File: config.mk
export PLATFORM = sky130hd
export DESIGN_NAME = kmp_stream_matcher_core
export DESIGN_NICKNAME = d
export VERILOG_FILES = /design/src/rtl/core/kmp_pkg.sv /design/src/rtl/core/kmp_ram.sv /design/src/rtl/core/kmp_engine.sv /design/src/rtl/core/kmp_stream_matcher_core.sv
export SDC_FILE = /design/constraint.sdc
export NUM_CORES = 1
export LEC_CHECK = 0
export BUFFER_PORTS_ARGS = -buffer_cell sky130_fd_sc_hd__buf_4
export CORE_UTILIZATION = 30
export CTS_BUF_LIST = sky130_fd_sc_hd__clkbuf_2 sky130_fd_sc_hd__clkbuf_4 sky130_fd_sc_hd__clkbuf_8
export CTS_CLUSTER_DIAMETER = 50
export CTS_CLUSTER_SIZE = 16
export DETAILED_ROUTE_END_ITERATION = 16
export SETUP_SLACK_MARGIN = 0.05
export SYNTH_ARGS = -nofsm -noshare
export SYNTH_HDL_FRONTEND = slang
export SYNTH_HIERARCHICAL = 1
export SYNTH_SLANG_ARGS = --single-unit
File: constraint.sdc
create_clock -name i_clk -period 4.5 [get_ports i_clk]
set_input_delay 0.45 -clock i_clk [delete_from_list [all_inputs] [get_ports i_clk]]
set_output_delay 0.45 -clock i_clk [all_outputs]
set_load 0.005 [all_outputs]
File: src/rtl/core/kmp_pkg.sv
// ----------------------------------------------------------------------------
// kmp_pkg
// Shared widths, request and status codes, and beat and memory port types
// for the streaming string matcher.
// ----------------------------------------------------------------------------
`default_nettype none

package kmp_pkg;

    localparam int MAX_PATTERN = 64;
    localparam int COUNT_WIDTH = 32;
    localparam int SYM_W       = 8;
    localparam int LEN_W       = $clog2(MAX_PATTERN + 1);
    localparam int IDX_W       = $clog2(MAX_PATTERN);
    localparam int CNT_OUT_W   = 32;
    localparam int LEN_OUT_W   = 7;

    typedef enum logic [1:0] {
        REQ_CLEAR  = 2'd0,
        REQ_APPEND = 2'd1,
        REQ_TEXT   = 2'd2,
        REQ_NOP    = 2'd3
    } t_req_type;

    typedef enum logic [1:0] {
        ST_OK    = 2'd0,
        ST_FULL  = 2'd1,
        ST_EMPTY = 2'd2
    } t_status;

    typedef enum logic {
        S_IDLE = 1'b0,
        S_WALK = 1'b1
    } t_state;

    typedef struct packed {
        t_req_type          req_type;
        logic [SYM_W-1:0]   symbol;
    } t_req;

    typedef struct packed {
        logic                 match_found;
        logic [CNT_OUT_W-1:0] match_count;
        logic [LEN_OUT_W-1:0] pattern_length;
        t_status              status;
    } t_res;

    typedef struct packed {
        logic               we;
        logic [IDX_W-1:0]   waddr;
        logic [SYM_W-1:0]   wpat;
        logic [LEN_W-1:0]   wfail;
        logic [IDX_W-1:0]   raddr_pat;
        logic [IDX_W-1:0]   raddr_fail;
    } t_mem_req;

endpackage

`default_nettype wire

File: src/rtl/core/kmp_ram.sv
// ----------------------------------------------------------------------------
// kmp_ram
// Generic simple dual-port RAM: one write port, one read port with the
// read data registered.
// ----------------------------------------------------------------------------
`default_nettype none

module kmp_ram #(
    parameter int WIDTH = 8,
    parameter int DEPTH = 64
) (
    input  wire logic                     i_clk,
    input  wire logic                     i_we,
    input  wire logic [$clog2(DEPTH)-1:0] i_waddr,
    input  wire logic [WIDTH-1:0]         i_wdata,
    input  wire logic [$clog2(DEPTH)-1:0] i_raddr,
    output logic      [WIDTH-1:0]         o_rdata
);

    logic [WIDTH-1:0] r_mem [DEPTH];

    always_ff @(posedge i_clk) begin
        if (i_we) begin
            r_mem[i_waddr] <= i_wdata;
        end
        o_rdata <= r_mem[i_raddr];
    end

endmodule

`default_nettype wire

File: src/rtl/core/kmp_engine.sv
// ----------------------------------------------------------------------------
// kmp_engine
// Request sequencer: decodes each beat, walks failure links through the
// pattern and failure memories, and updates length, prefix, position and count.
// ----------------------------------------------------------------------------
`default_nettype none

module kmp_engine
    import kmp_pkg::*;
(
    input  wire logic             i_clk,
    input  wire logic             i_rst_n,
    input  wire logic             i_start,
    input  wire t_req             i_req,
    input  wire logic [SYM_W-1:0] i_rd_pat,
    input  wire logic [LEN_W-1:0] i_rd_fail,
    output logic                  o_busy,
    output logic                  o_done,
    output t_res                  o_res,
    output t_mem_req              o_mem
);

    localparam logic [COUNT_WIDTH-1:0] COUNT_MAX = '1;

    t_state                 r_state, n_state;
    logic [LEN_W-1:0]       r_len, n_len;
    logic [LEN_W-1:0]       r_bpl, n_bpl;
    logic [LEN_W-1:0]       r_pos, n_pos;
    logic [COUNT_WIDTH-1:0] r_hit, n_hit;
    logic [LEN_W-1:0]       r_j, n_j;
    logic [SYM_W-1:0]       r_sym, n_sym;
    logic                   r_is_app, n_is_app;

    logic             w_accept;
    logic             w_full;
    logic             w_empty;
    logic             w_go_walk;
    logic             w_eq;
    logic             w_walk_end;
    logic [LEN_W-1:0] w_j0;
    logic [LEN_W-1:0] w_jn;
    logic [LEN_W-1:0] w_jrd;
    logic [LEN_W-1:0] w_jrd_m1;

    assign w_accept   = i_start && (r_state == S_IDLE);
    assign w_full     = (r_len >= LEN_W'(MAX_PATTERN));
    assign w_empty    = (r_len == '0);
    assign w_go_walk  = !w_empty && (((i_req.req_type == REQ_APPEND) && !w_full)
                                     || (i_req.req_type == REQ_TEXT));
    assign w_j0       = (i_req.req_type == REQ_APPEND) ? r_bpl
                      : ((r_pos >= r_len) ? '0 : r_pos);
    assign w_eq       = (i_rd_pat == r_sym);
    assign w_walk_end = w_eq || (r_j == '0);
    assign w_jn       = w_eq ? (r_j + LEN_W'(1)) : '0;
    assign w_jrd      = (r_state == S_WALK) ? i_rd_fail : w_j0;
    assign w_jrd_m1   = w_jrd - LEN_W'(1);

    always_comb begin
        n_state = r_state;
        case (r_state)
            S_IDLE: begin
                if (w_accept && w_go_walk) begin
                    n_state = S_WALK;
                end
            end
            S_WALK: begin
                if (w_walk_end) begin
                    n_state = S_IDLE;
                end
            end
            default: n_state = S_IDLE;
        endcase
    end

    always_comb begin
        n_len    = r_len;
        n_bpl    = r_bpl;
        n_pos    = r_pos;
        n_hit    = r_hit;
        n_j      = r_j;
        n_sym    = r_sym;
        n_is_app = r_is_app;
        o_done   = 1'b0;
        o_res.match_found = 1'b0;
        o_res.status      = ST_OK;
        o_mem.we         = 1'b0;
        o_mem.waddr      = r_len[IDX_W-1:0];
        o_mem.wpat       = r_sym;
        o_mem.wfail      = '0;
        o_mem.raddr_pat  = w_jrd[IDX_W-1:0];
        o_mem.raddr_fail = w_jrd_m1[IDX_W-1:0];
        case (r_state)
            S_IDLE: begin
                if (w_accept) begin
                    n_sym    = i_req.symbol;
                    n_is_app = (i_req.req_type == REQ_APPEND);
                    n_j      = w_j0;
                    case (i_req.req_type)
                        REQ_CLEAR: begin
                            n_len  = '0;
                            n_bpl  = '0;
                            n_pos  = '0;
                            n_hit  = '0;
                            o_done = 1'b1;
                        end
                        REQ_APPEND: begin
                            if (w_full) begin
                                o_res.status = ST_FULL;
                                o_done       = 1'b1;
                            end else if (w_empty) begin
                                // first byte: failure entry is zero
                                o_mem.we   = 1'b1;
                                o_mem.wpat = i_req.symbol;
                                n_len      = LEN_W'(1);
                                n_bpl      = '0;
                                o_done     = 1'b1;
                            end
                        end
                        REQ_TEXT: begin
                            if (w_empty) begin
                                o_res.status = ST_EMPTY;
                                o_done       = 1'b1;
                            end
                        end
                        default: o_done = 1'b1;
                    endcase
                end
            end
            S_WALK: begin
                if (!w_walk_end) begin
                    n_j = i_rd_fail;
                end else begin
                    o_done = 1'b1;
                    if (r_is_app) begin
                        o_mem.we    = 1'b1;
                        o_mem.wfail = w_jn;
                        n_bpl       = w_jn;
                        n_len       = r_len + LEN_W'(1);
                    end else if (w_jn >= r_len) begin
                        // full occurrence, fall back along the last failure link
                        o_res.match_found = 1'b1;
                        if (r_hit != COUNT_MAX) begin
                            n_hit = r_hit + COUNT_WIDTH'(1);
                        end
                        n_pos = r_bpl;
                    end else begin
                        n_pos = w_jn;
                    end
                end
            end
            default: ;
        endcase
        o_res.match_count    = CNT_OUT_W'(n_hit);
        o_res.pattern_length = LEN_OUT_W'(n_len);
    end

    assign o_busy = (r_state != S_IDLE);

    always_ff @(posedge i_clk) begin
        if (!i_rst_n) begin
            r_state <= S_IDLE;
            r_len   <= '0;
            r_bpl   <= '0;
            r_pos   <= '0;
            r_hit   <= '0;
        end else begin
            r_state <= n_state;
            r_len   <= n_len;
            r_bpl   <= n_bpl;
            r_pos   <= n_pos;
            r_hit   <= n_hit;
        end
        r_j      <= n_j;
        r_sym    <= n_sym;
        r_is_app <= n_is_app;
    end

    a_walk_in_pattern: assert property (@(posedge i_clk) disable iff (!i_rst_n)
        (r_state == S_WALK) |-> (r_j < r_len))
        else $error("failure walk index beyond pattern");

    a_prefix_below_len: assert property (@(posedge i_clk) disable iff (!i_rst_n)
        (r_len != '0) |-> (r_bpl < r_len))
        else $error("build prefix not below pattern length");

    a_pos_bounded: assert property (@(posedge i_clk) disable iff (!i_rst_n)
        r_pos <= r_len)
        else $error("match position beyond pattern length");

    a_done_to_idle: assert property (@(posedge i_clk) disable iff (!i_rst_n)
        o_done |=> (r_state == S_IDLE))
        else $error("engine still walking after result");

    a_count_monotonic: assert property (@(posedge i_clk) disable iff (!i_rst_n)
        !(w_accept && (i_req.req_type == REQ_CLEAR)) |=> (r_hit >= $past(r_hit)))
        else $error("hit count dropped without clear");

endmodule

`default_nettype wire

File: src/rtl/core/kmp_stream_matcher_core.sv
// ----------------------------------------------------------------------------
// kmp_stream_matcher_core
// Streaming Knuth-Morris-Pratt matcher: pattern and failure table in two
// synchronous RAMs, one failure-link step per cycle, registered result beat.
// ----------------------------------------------------------------------------
// result: clear, no-op, first append, full append and empty-pattern text give
//   the result beat in the cycle after start; others give it after a walk of
//   k compares (failure links followed plus one, one RAM read each)
// flow: busy high during the walk; start is accepted only while idle
// reset: synchronous active-low; pattern empty, count zero, RAM contents kept
// the result strobe lasts one cycle and cannot be held off by the receiver
`default_nettype none

module kmp_stream_matcher_core
    import kmp_pkg::*;
(
    input  wire logic i_clk,
    input  wire logic i_rst_n,
    input  wire logic start,
    input  wire t_req i_req,
    output logic      busy,
    output logic      o_res_valid,
    output t_res      o_res
);

    t_mem_req         w_mem;
    logic [SYM_W-1:0] w_rd_pat;
    logic [LEN_W-1:0] w_rd_fail;
    logic             w_done;
    t_res             w_res;
    logic             r_res_valid;
    t_res             r_res;

    kmp_engine u_engine (
        .i_clk     (i_clk),
        .i_rst_n   (i_rst_n),
        .i_start   (start),
        .i_req     (i_req),
        .i_rd_pat  (w_rd_pat),
        .i_rd_fail (w_rd_fail),
        .o_busy    (busy),
        .o_done    (w_done),
        .o_res     (w_res),
        .o_mem     (w_mem)
    );

    kmp_ram #(
        .WIDTH (SYM_W),
        .DEPTH (MAX_PATTERN)
    ) u_pat_ram (
        .i_clk   (i_clk),
        .i_we    (w_mem.we),
        .i_waddr (w_mem.waddr),
        .i_wdata (w_mem.wpat),
        .i_raddr (w_mem.raddr_pat),
        .o_rdata (w_rd_pat)
    );

    kmp_ram #(
        .WIDTH (LEN_W),
        .DEPTH (MAX_PATTERN)
    ) u_fail_ram (
        .i_clk   (i_clk),
        .i_we    (w_mem.we),
        .i_waddr (w_mem.waddr),
        .i_wdata (w_mem.wfail),
        .i_raddr (w_mem.raddr_fail),
        .o_rdata (w_rd_fail)
    );

    always_ff @(posedge i_clk) begin
        if (!i_rst_n) begin
            r_res_valid <= 1'b0;
        end else begin
            r_res_valid <= w_done;
        end
        if (w_done) begin
            r_res <= w_res;
        end
    end

    assign o_res_valid = r_res_valid;
    assign o_res       = r_res;

endmodule

`default_nettype wire
**After elaboration in Yosys (flattened, before gate mapping)**

Memories as Yosys holds them, arrays and structs flattened. A register that Yosys moved wholly into a read port is not among the register bits.
Index checks and enable logic that the tools add are counted.

- Register bits: 113
- Latch bits: 0
- Memory bits (writable): 960
- Input bits: 13
- Output and inout port bits: 44
- Word-level logic and storage cells: 118
- Bits in read-only memories: 0
- Memories kept: 2

Memories:

| name | depth | width | rd ports | clocked after memory_dff | write ports | RTL line | RTL |
|---|---|---|---|---|---|---|---|
| u_pat_ram.r_mem | 64 | 8 | 1 | 1 | 1 | kmp_ram.sv:20 | `logic [WIDTH-1:0] r_mem [DEPTH];` |
| u_fail_ram.r_mem | 64 | 7 | 1 | 1 | 1 | kmp_ram.sv:20 |  |

- Div/mod/pow operators: 0
- Mux-type cells: 63
- Reduce and logical (&&, ||, !) cells: 17
- Equal/unequal tests: 13
- $add $sub $neg: 4
- Magnitude comparators: 3
- Bitwise gates (word level): 3
- Shift-type cells: 0
- Multipliers: 0

Operators with widths:

| cell | count |
|---|---|
| 32-bit 2-to-1 mux | 6 |
| 7-bit 2-to-1 mux | 23 |
| 7-bit case mux with 2 select lines | 6 |
| 32-bit case mux with 2 select lines | 1 |
| 8-bit 2-to-1 mux | 5 |
| 32-bit by 1-bit adder with 32-bit output, second input constant | 1 |
| 32-bit inequality test, second input constant | 1 |
| 1-bit 2-to-1 mux | 15 |
| 7-bit by 1-bit adder with 7-bit output, second input constant | 2 |
| 7-bit >= comparator | 2 |
| 7-bit zero test | 2 |
| 2-bit inequality test, second input constant | 5 |
| 8-bit equality test | 1 |
| 1-bit case mux with 2 select lines | 4 |
| 7-bit >= comparator, second input constant | 1 |
| 6-bit 2-to-1 mux | 1 |
| 3-bit inequality test, second input constant | 2 |
| 6-bit AND reduction | 1 |
| 6-bit by 1-bit subtractor with 6-bit output, second input constant | 1 |
| 1-bit logical AND | 4 |
| 2-bit case mux with 2 select lines | 1 |
| 2-bit AND reduction | 2 |
| 4-bit AND reduction | 1 |
| 3-bit by 2-bit inequality test with 1-bit output, second input constant | 1 |
| 10 further kinds | 14 |

**Logic depth before layout (Yosys ltp)**

- Depth after elaboration: 8
- Gate-level depth with buffers: 17
- Gate-level depth less buffers: 15

**By module**

The synthesis kept the hierarchy.

Modules (own cells, without submodules):

| module | times used | seq. area each (um^2) | area an instance (um^2) | cells each |
|---|---|---|---|---|
| kmp_ram (u_pat_ram) | 1 | 15534.9 | 20166.8 | 940 |
| kmp_ram (u_fail_ram) | 1 | 13593.0 | 17635.7 | 827 |
| kmp_engine | 1 | 1561.5 | 4763.3 | 523 |
| kmp_stream_matcher_core | 1 | 1281.2 | 1287.5 | 44 |

**Least setup slack after synthesis**

OpenSTA, ideal clock, no wires.

- Path kind: register to register
- Start: reg u_engine.r_sym[7]
- End: reg r_res (netlist bit o_res[0]), enable pin
- Data arrival time: 4055 ps
- Path slack: -56 ps
- Stages on the path, launching flop included: 5
- Buffers on the path: 0
- Cells stage by stage: edfxtp_1 -> xor2_1 -> nor4_2 -> a32oi_2 -> o21ai_0

- Cells in the longest elaborated chain, start to end: 4

RTL lines:

| item | RTL line | RTL |
|---|---|---|
| from (decl) | kmp_engine.sv:31 | `logic [SYM_W-1:0] r_sym, n_sym;` |
| from (signal assigned) | kmp_engine.sv:174 | `r_sym <= n_sym;` |
| 8-bit equality test | kmp_engine.sv:52 | `assign w_eq = (i_rd_pat == r_sym);` |
| 1-bit logical OR | kmp_engine.sv:53 | `assign w_walk_end = w_eq \|\| (r_j == '0);` |
| 1-bit 2-to-1 mux | kmp_engine.sv:130 | `if (!w_walk_end) begin` |
| 1-bit case mux with 2 select lines | kmp_engine.sv:92 | `case (r_state)` |
| named net w_done | kmp_stream_matcher_core.sv:29 | `logic w_done;` |
| to (signal assigned) | kmp_stream_matcher_core.sv:78 | `r_res <= w_res;` |
| to (decl) | kmp_stream_matcher_core.sv:32 | `t_res r_res;` |

The timed path passes the listed nets, and every way through them passes these cells.
A chain may end at the register's enable or synchronous reset.

==> impl_metrics.py <==
metrics = {
    "critical_path": {
        "crit_required_ns": 5.20,
        "crit_type": "reg -> reg",
        "cp_top_family": "compound AO/OA/AOI/OAI gates",
        "path_max_fanout": 15,
        "worstPathCellList": "inv_1, ha_1, a211oi_1, nand3_1, a21oi_1, a221oi_1, nor2_4, inv_6, ha_1, xor2_4, buf_4, buf_4, mux4_2, a22oi_1, a41oi_1, a41o_1",
        "crit_slowest_cell": "a21oi_1",
        "cp.arrival_ns": 4.83,
        "worstSetupStartpointType": "register",
        "crit_path_end_kind": "register",
        "critPathMaxStageDelay_ns": 0.35,
        "crit_buf_inv": 4,
    },
    "routing": {
        "drc": 0,
        "wl_per_cell_microns": 22.6,
        "drt-vias-per-instance": 5.00,
        "wl_microns": 100000,
        "drt_iter0_markers": 2278,
        "num_vias": 22255,
        "ant_nets": 0,
        "firstDrtPassIters": 6,
    },
    "clocking": {
        "clk_latency_ns": 0.84,
        "cts_tree": "yes",
        "htree_levels": 3,
        "clk_pin_slew_ns": 0.08,
        "clk_path_buf_depth": 3,
        "clock-sinks": 1088,
        "root_buffer": "clkbuf_8",
        "numCtsBuffers": 104,
    },
    "synthesis": {
        "postSynthCellCount": 2334,
        "async_flop_share_pct": 0,
        "synth_cell_types": 78,
        "yosys_warnings": 6,
        "yosysSeqAreaShare_pct": 72.9,
        "ys_ff_latch": 1088,
        "ys.flop_type": "edfxtp_1",
        "synth_edf_count": 1018,
        "avgSynthCellArea_sq_um": 18.8,
        "synth_nets": 2370,
        "syn_area_sq_um": 43900,
    },
    "finish": {
        "mostFrequentLayoutCells": "1,018 x edfxtp_1, 238 x mux4_2, 175 x nor2_1, 136 x buf_4, 105 x clkbuf_8",
        "final_area_sq_um": 49200,
        "nNetsFinal": 2495,
        "layout_commonest_cell": "edfxtp_1",
        "area_growth_pct": 12.1,
        "fin_util_pct": 34.1,
        "layout-drive-gt1-share_pct": 25.5,
    },
    "floorplanning": {
        "dieArea_sq_um": 148000,
        "design.core.area_sq_um": 144000,
        "dieWidth_microns": 384,
        "die_h_microns": 384,
        "start_util_pct": 30.4,
        "boundaryPins": 57,
        "fp-row-count": 139,
    },
    "placement": {
        "portBuffers": 56,
        "placed_area_sq_um": 46800,
        "dpl.hpwl_microns": 62100,
        "place.gp.congestion": 0.789,
    },
    "power_and_ir_drop": {
        "irDropWorstVdd_uv": 243,
        "cellLeakagePower_nw": 16.1,
        "power_density_nw_per_um2": 372,
        "p_total_mw": 18.3,
    },
    "timing": {
        "slew_headroom_pct": 22.7,
        "period_share_pct": 91.7,
        "skew_ns": 0.0554,
        "finalSetupViolCount": 0,
        "fmax_mhz": 242,
        "maxSlewViolCount": 0,
        "tightest_slew_ns": 1.15,
        "rsz0062_at_grt": "false",
        "finalHoldViolCount": 0,
        "period_needed_ns": 4.13,
        "tns_ns": 0,
    },
    "run_status": {
        "outcome": "finished, final reports clean",
    },
    "global_route": {
        "grt-ovfl-total": 0,
        "grt_usage_pct": 13.4,
        "grt_pass1_wl_microns": 148000,
        "grt_pass1_vias": 22143,
        "antenna_found_initial": 5,
        "grt_max_degree": 82,
    },
    "run": {
        "drv_cap": 0,
    },
    "hold_path": {
        "min_path_type": "in -> reg",
    },
}
[metrics by stage]
stage               worst slack [ns]  instances  hold slack, ns
finish                         0.371       4449           0.133
global route                   0.140       4448           0.104
CTS                            0.297       4445          0.0558
detailed placement             0.195       4248           0.474
global placement               0.163       4248           0.465
floorplan                     0.0234       2334           0.453
[timing repair]
| action | in CTS | in global routing |
|---|---|---|
| setup endpoints to repair | 0 | 1 |
| hold buffers | 8 | 0 |
| hold endpoints to repair | 8 | 0 |
| buffers inserted | 0 | 0 |
| resized for setup | 0 | 1 |
[kinds of logic after synthesis]
logic type / Yosys count / share of synthesized area [%]
AO/OA/AOI/OAI: 173 / 2.90
XOR/XNOR: 17 / 0.340
adder cells (fa/ha/maj): 23 / 0.656
buffers and inverters: 157 / 2.03
flip-flops: 1088 / 72.9
multiplexers: 344 / 14.7
AND/OR/NAND/NOR: 532 / 6.46
[final cells by class]
cell class / count / area (sq um)
tap: 1903 / 2380
clock inverter: 78 / 769
multi-input combinational: 1089 / 11100
antenna: 4 / 10.0
inverter: 21 / 91.3
timing repair buffer: 155 / 1320
fill: 13568 / 95200
sequential: 1088 / 32000
clock buffer: 111 / 1490
[worst paths after layout]
check	from	endpoint	slack [ns]	cells past startpoint
worst max-delay path	u_engine/r_len[6]$_SDFF_PN0_	u_fail_ram/o_rdata[0]$_DFF_P_	0.37	16
worst min register to register	u_engine/r_bpl[4]$_SDFFE_PN0P_	u_engine/r_bpl[4]$_SDFFE_PN0P_	0.48	2
worst min-delay path	i_rst_n	u_engine/r_hit[7]$_SDFF_PN0_	0.13	2
worst max register to register	u_engine/r_len[6]$_SDFF_PN0_	u_fail_ram/o_rdata[0]$_DFF_P_	0.37	16
[synth_stat cells, types with 5 or more instances]
cell type / number / area [sq um]
a211oi_1: 9 / 67.6
o21ai_1: 7 / 35.0
o2bb2ai_1: 6 / 52.6
nor2b_1: 28 / 175
o21ai_0: 17 / 85.1
o221ai_1: 17 / 149
a221oi_1: 7 / 61.3
nor2_1: 177 / 664
edfxtp_1: 1018 / 30600
a22oi_1: 14 / 105
nand2b_1: 15 / 93.8
ha_1: 23 / 288
buf_4: 31 / 233
mux4_2: 238 / 5360
dfxtp_1: 70 / 1400
mux2_2: 23 / 259
buf_2: 30 / 150
a21boi_0: 5 / 37.5
nor4_1: 7 / 43.8
inv_1: 21 / 78.8
nand3_1: 47 / 235
xor2_1: 14 / 123
a21oi_1: 19 / 95.1
mux2i_1: 83 / 831
or3_1: 7 / 43.8
nor3_1: 30 / 150
buf_6: 14 / 158
and4_1: 6 / 52.6
clkbuf_1: 54 / 203
and2_1: 45 / 282
o22ai_1: 20 / 125
nand3b_1: 7 / 52.6
and3_1: 9 / 56.3
o31ai_1: 8 / 60.1
nand2_1: 92 / 345
nor4_2: 18 / 225
nand4_1: 13 / 81.3
[where the power goes]
| group | switching [mW] | internal (mW) | total (mW) | leakage [nW] |
|---|---|---|---|---|
| logic | 0.470 | 0.252 | 0.722 | 4.04 |
| clock network | 3.71 | 2.74 | 6.46 | 1.12 |
| registers | 0.0334 | 11.1 | 11.1 | 10.9 |
[metal layers]
layer	global-route usage (%)	wire length, microns
met2	21.3	47400
met5	0	41
met3	2.75	6390
met4	4.09	2290
met1	18.6	44300
[sequential cells by signal, indices dropped and copies added, names as in the netlist]
| signal | count |
|---|---|
| u_pat_ram/o_rdata | 8 |
| u_engine/r_pos | 7 |
| u_engine/o_busy | 1 |
| o_res_valid | 1 |
| u_engine/r_j | 7 |
| u_fail_ram/r_mem | 448 |
| u_pat_ram/r_mem | 512 |
| u_engine/r_len | 7 |
| u_engine/r_bpl | 7 |
| u_fail_ram/o_rdata | 7 |
| u_engine/r_sym | 8 |
| u_engine/r_hit | 32 |
| u_engine/r_is_app | 1 |
| o_res | 42 |
Power figures use the tool's default switching activity.
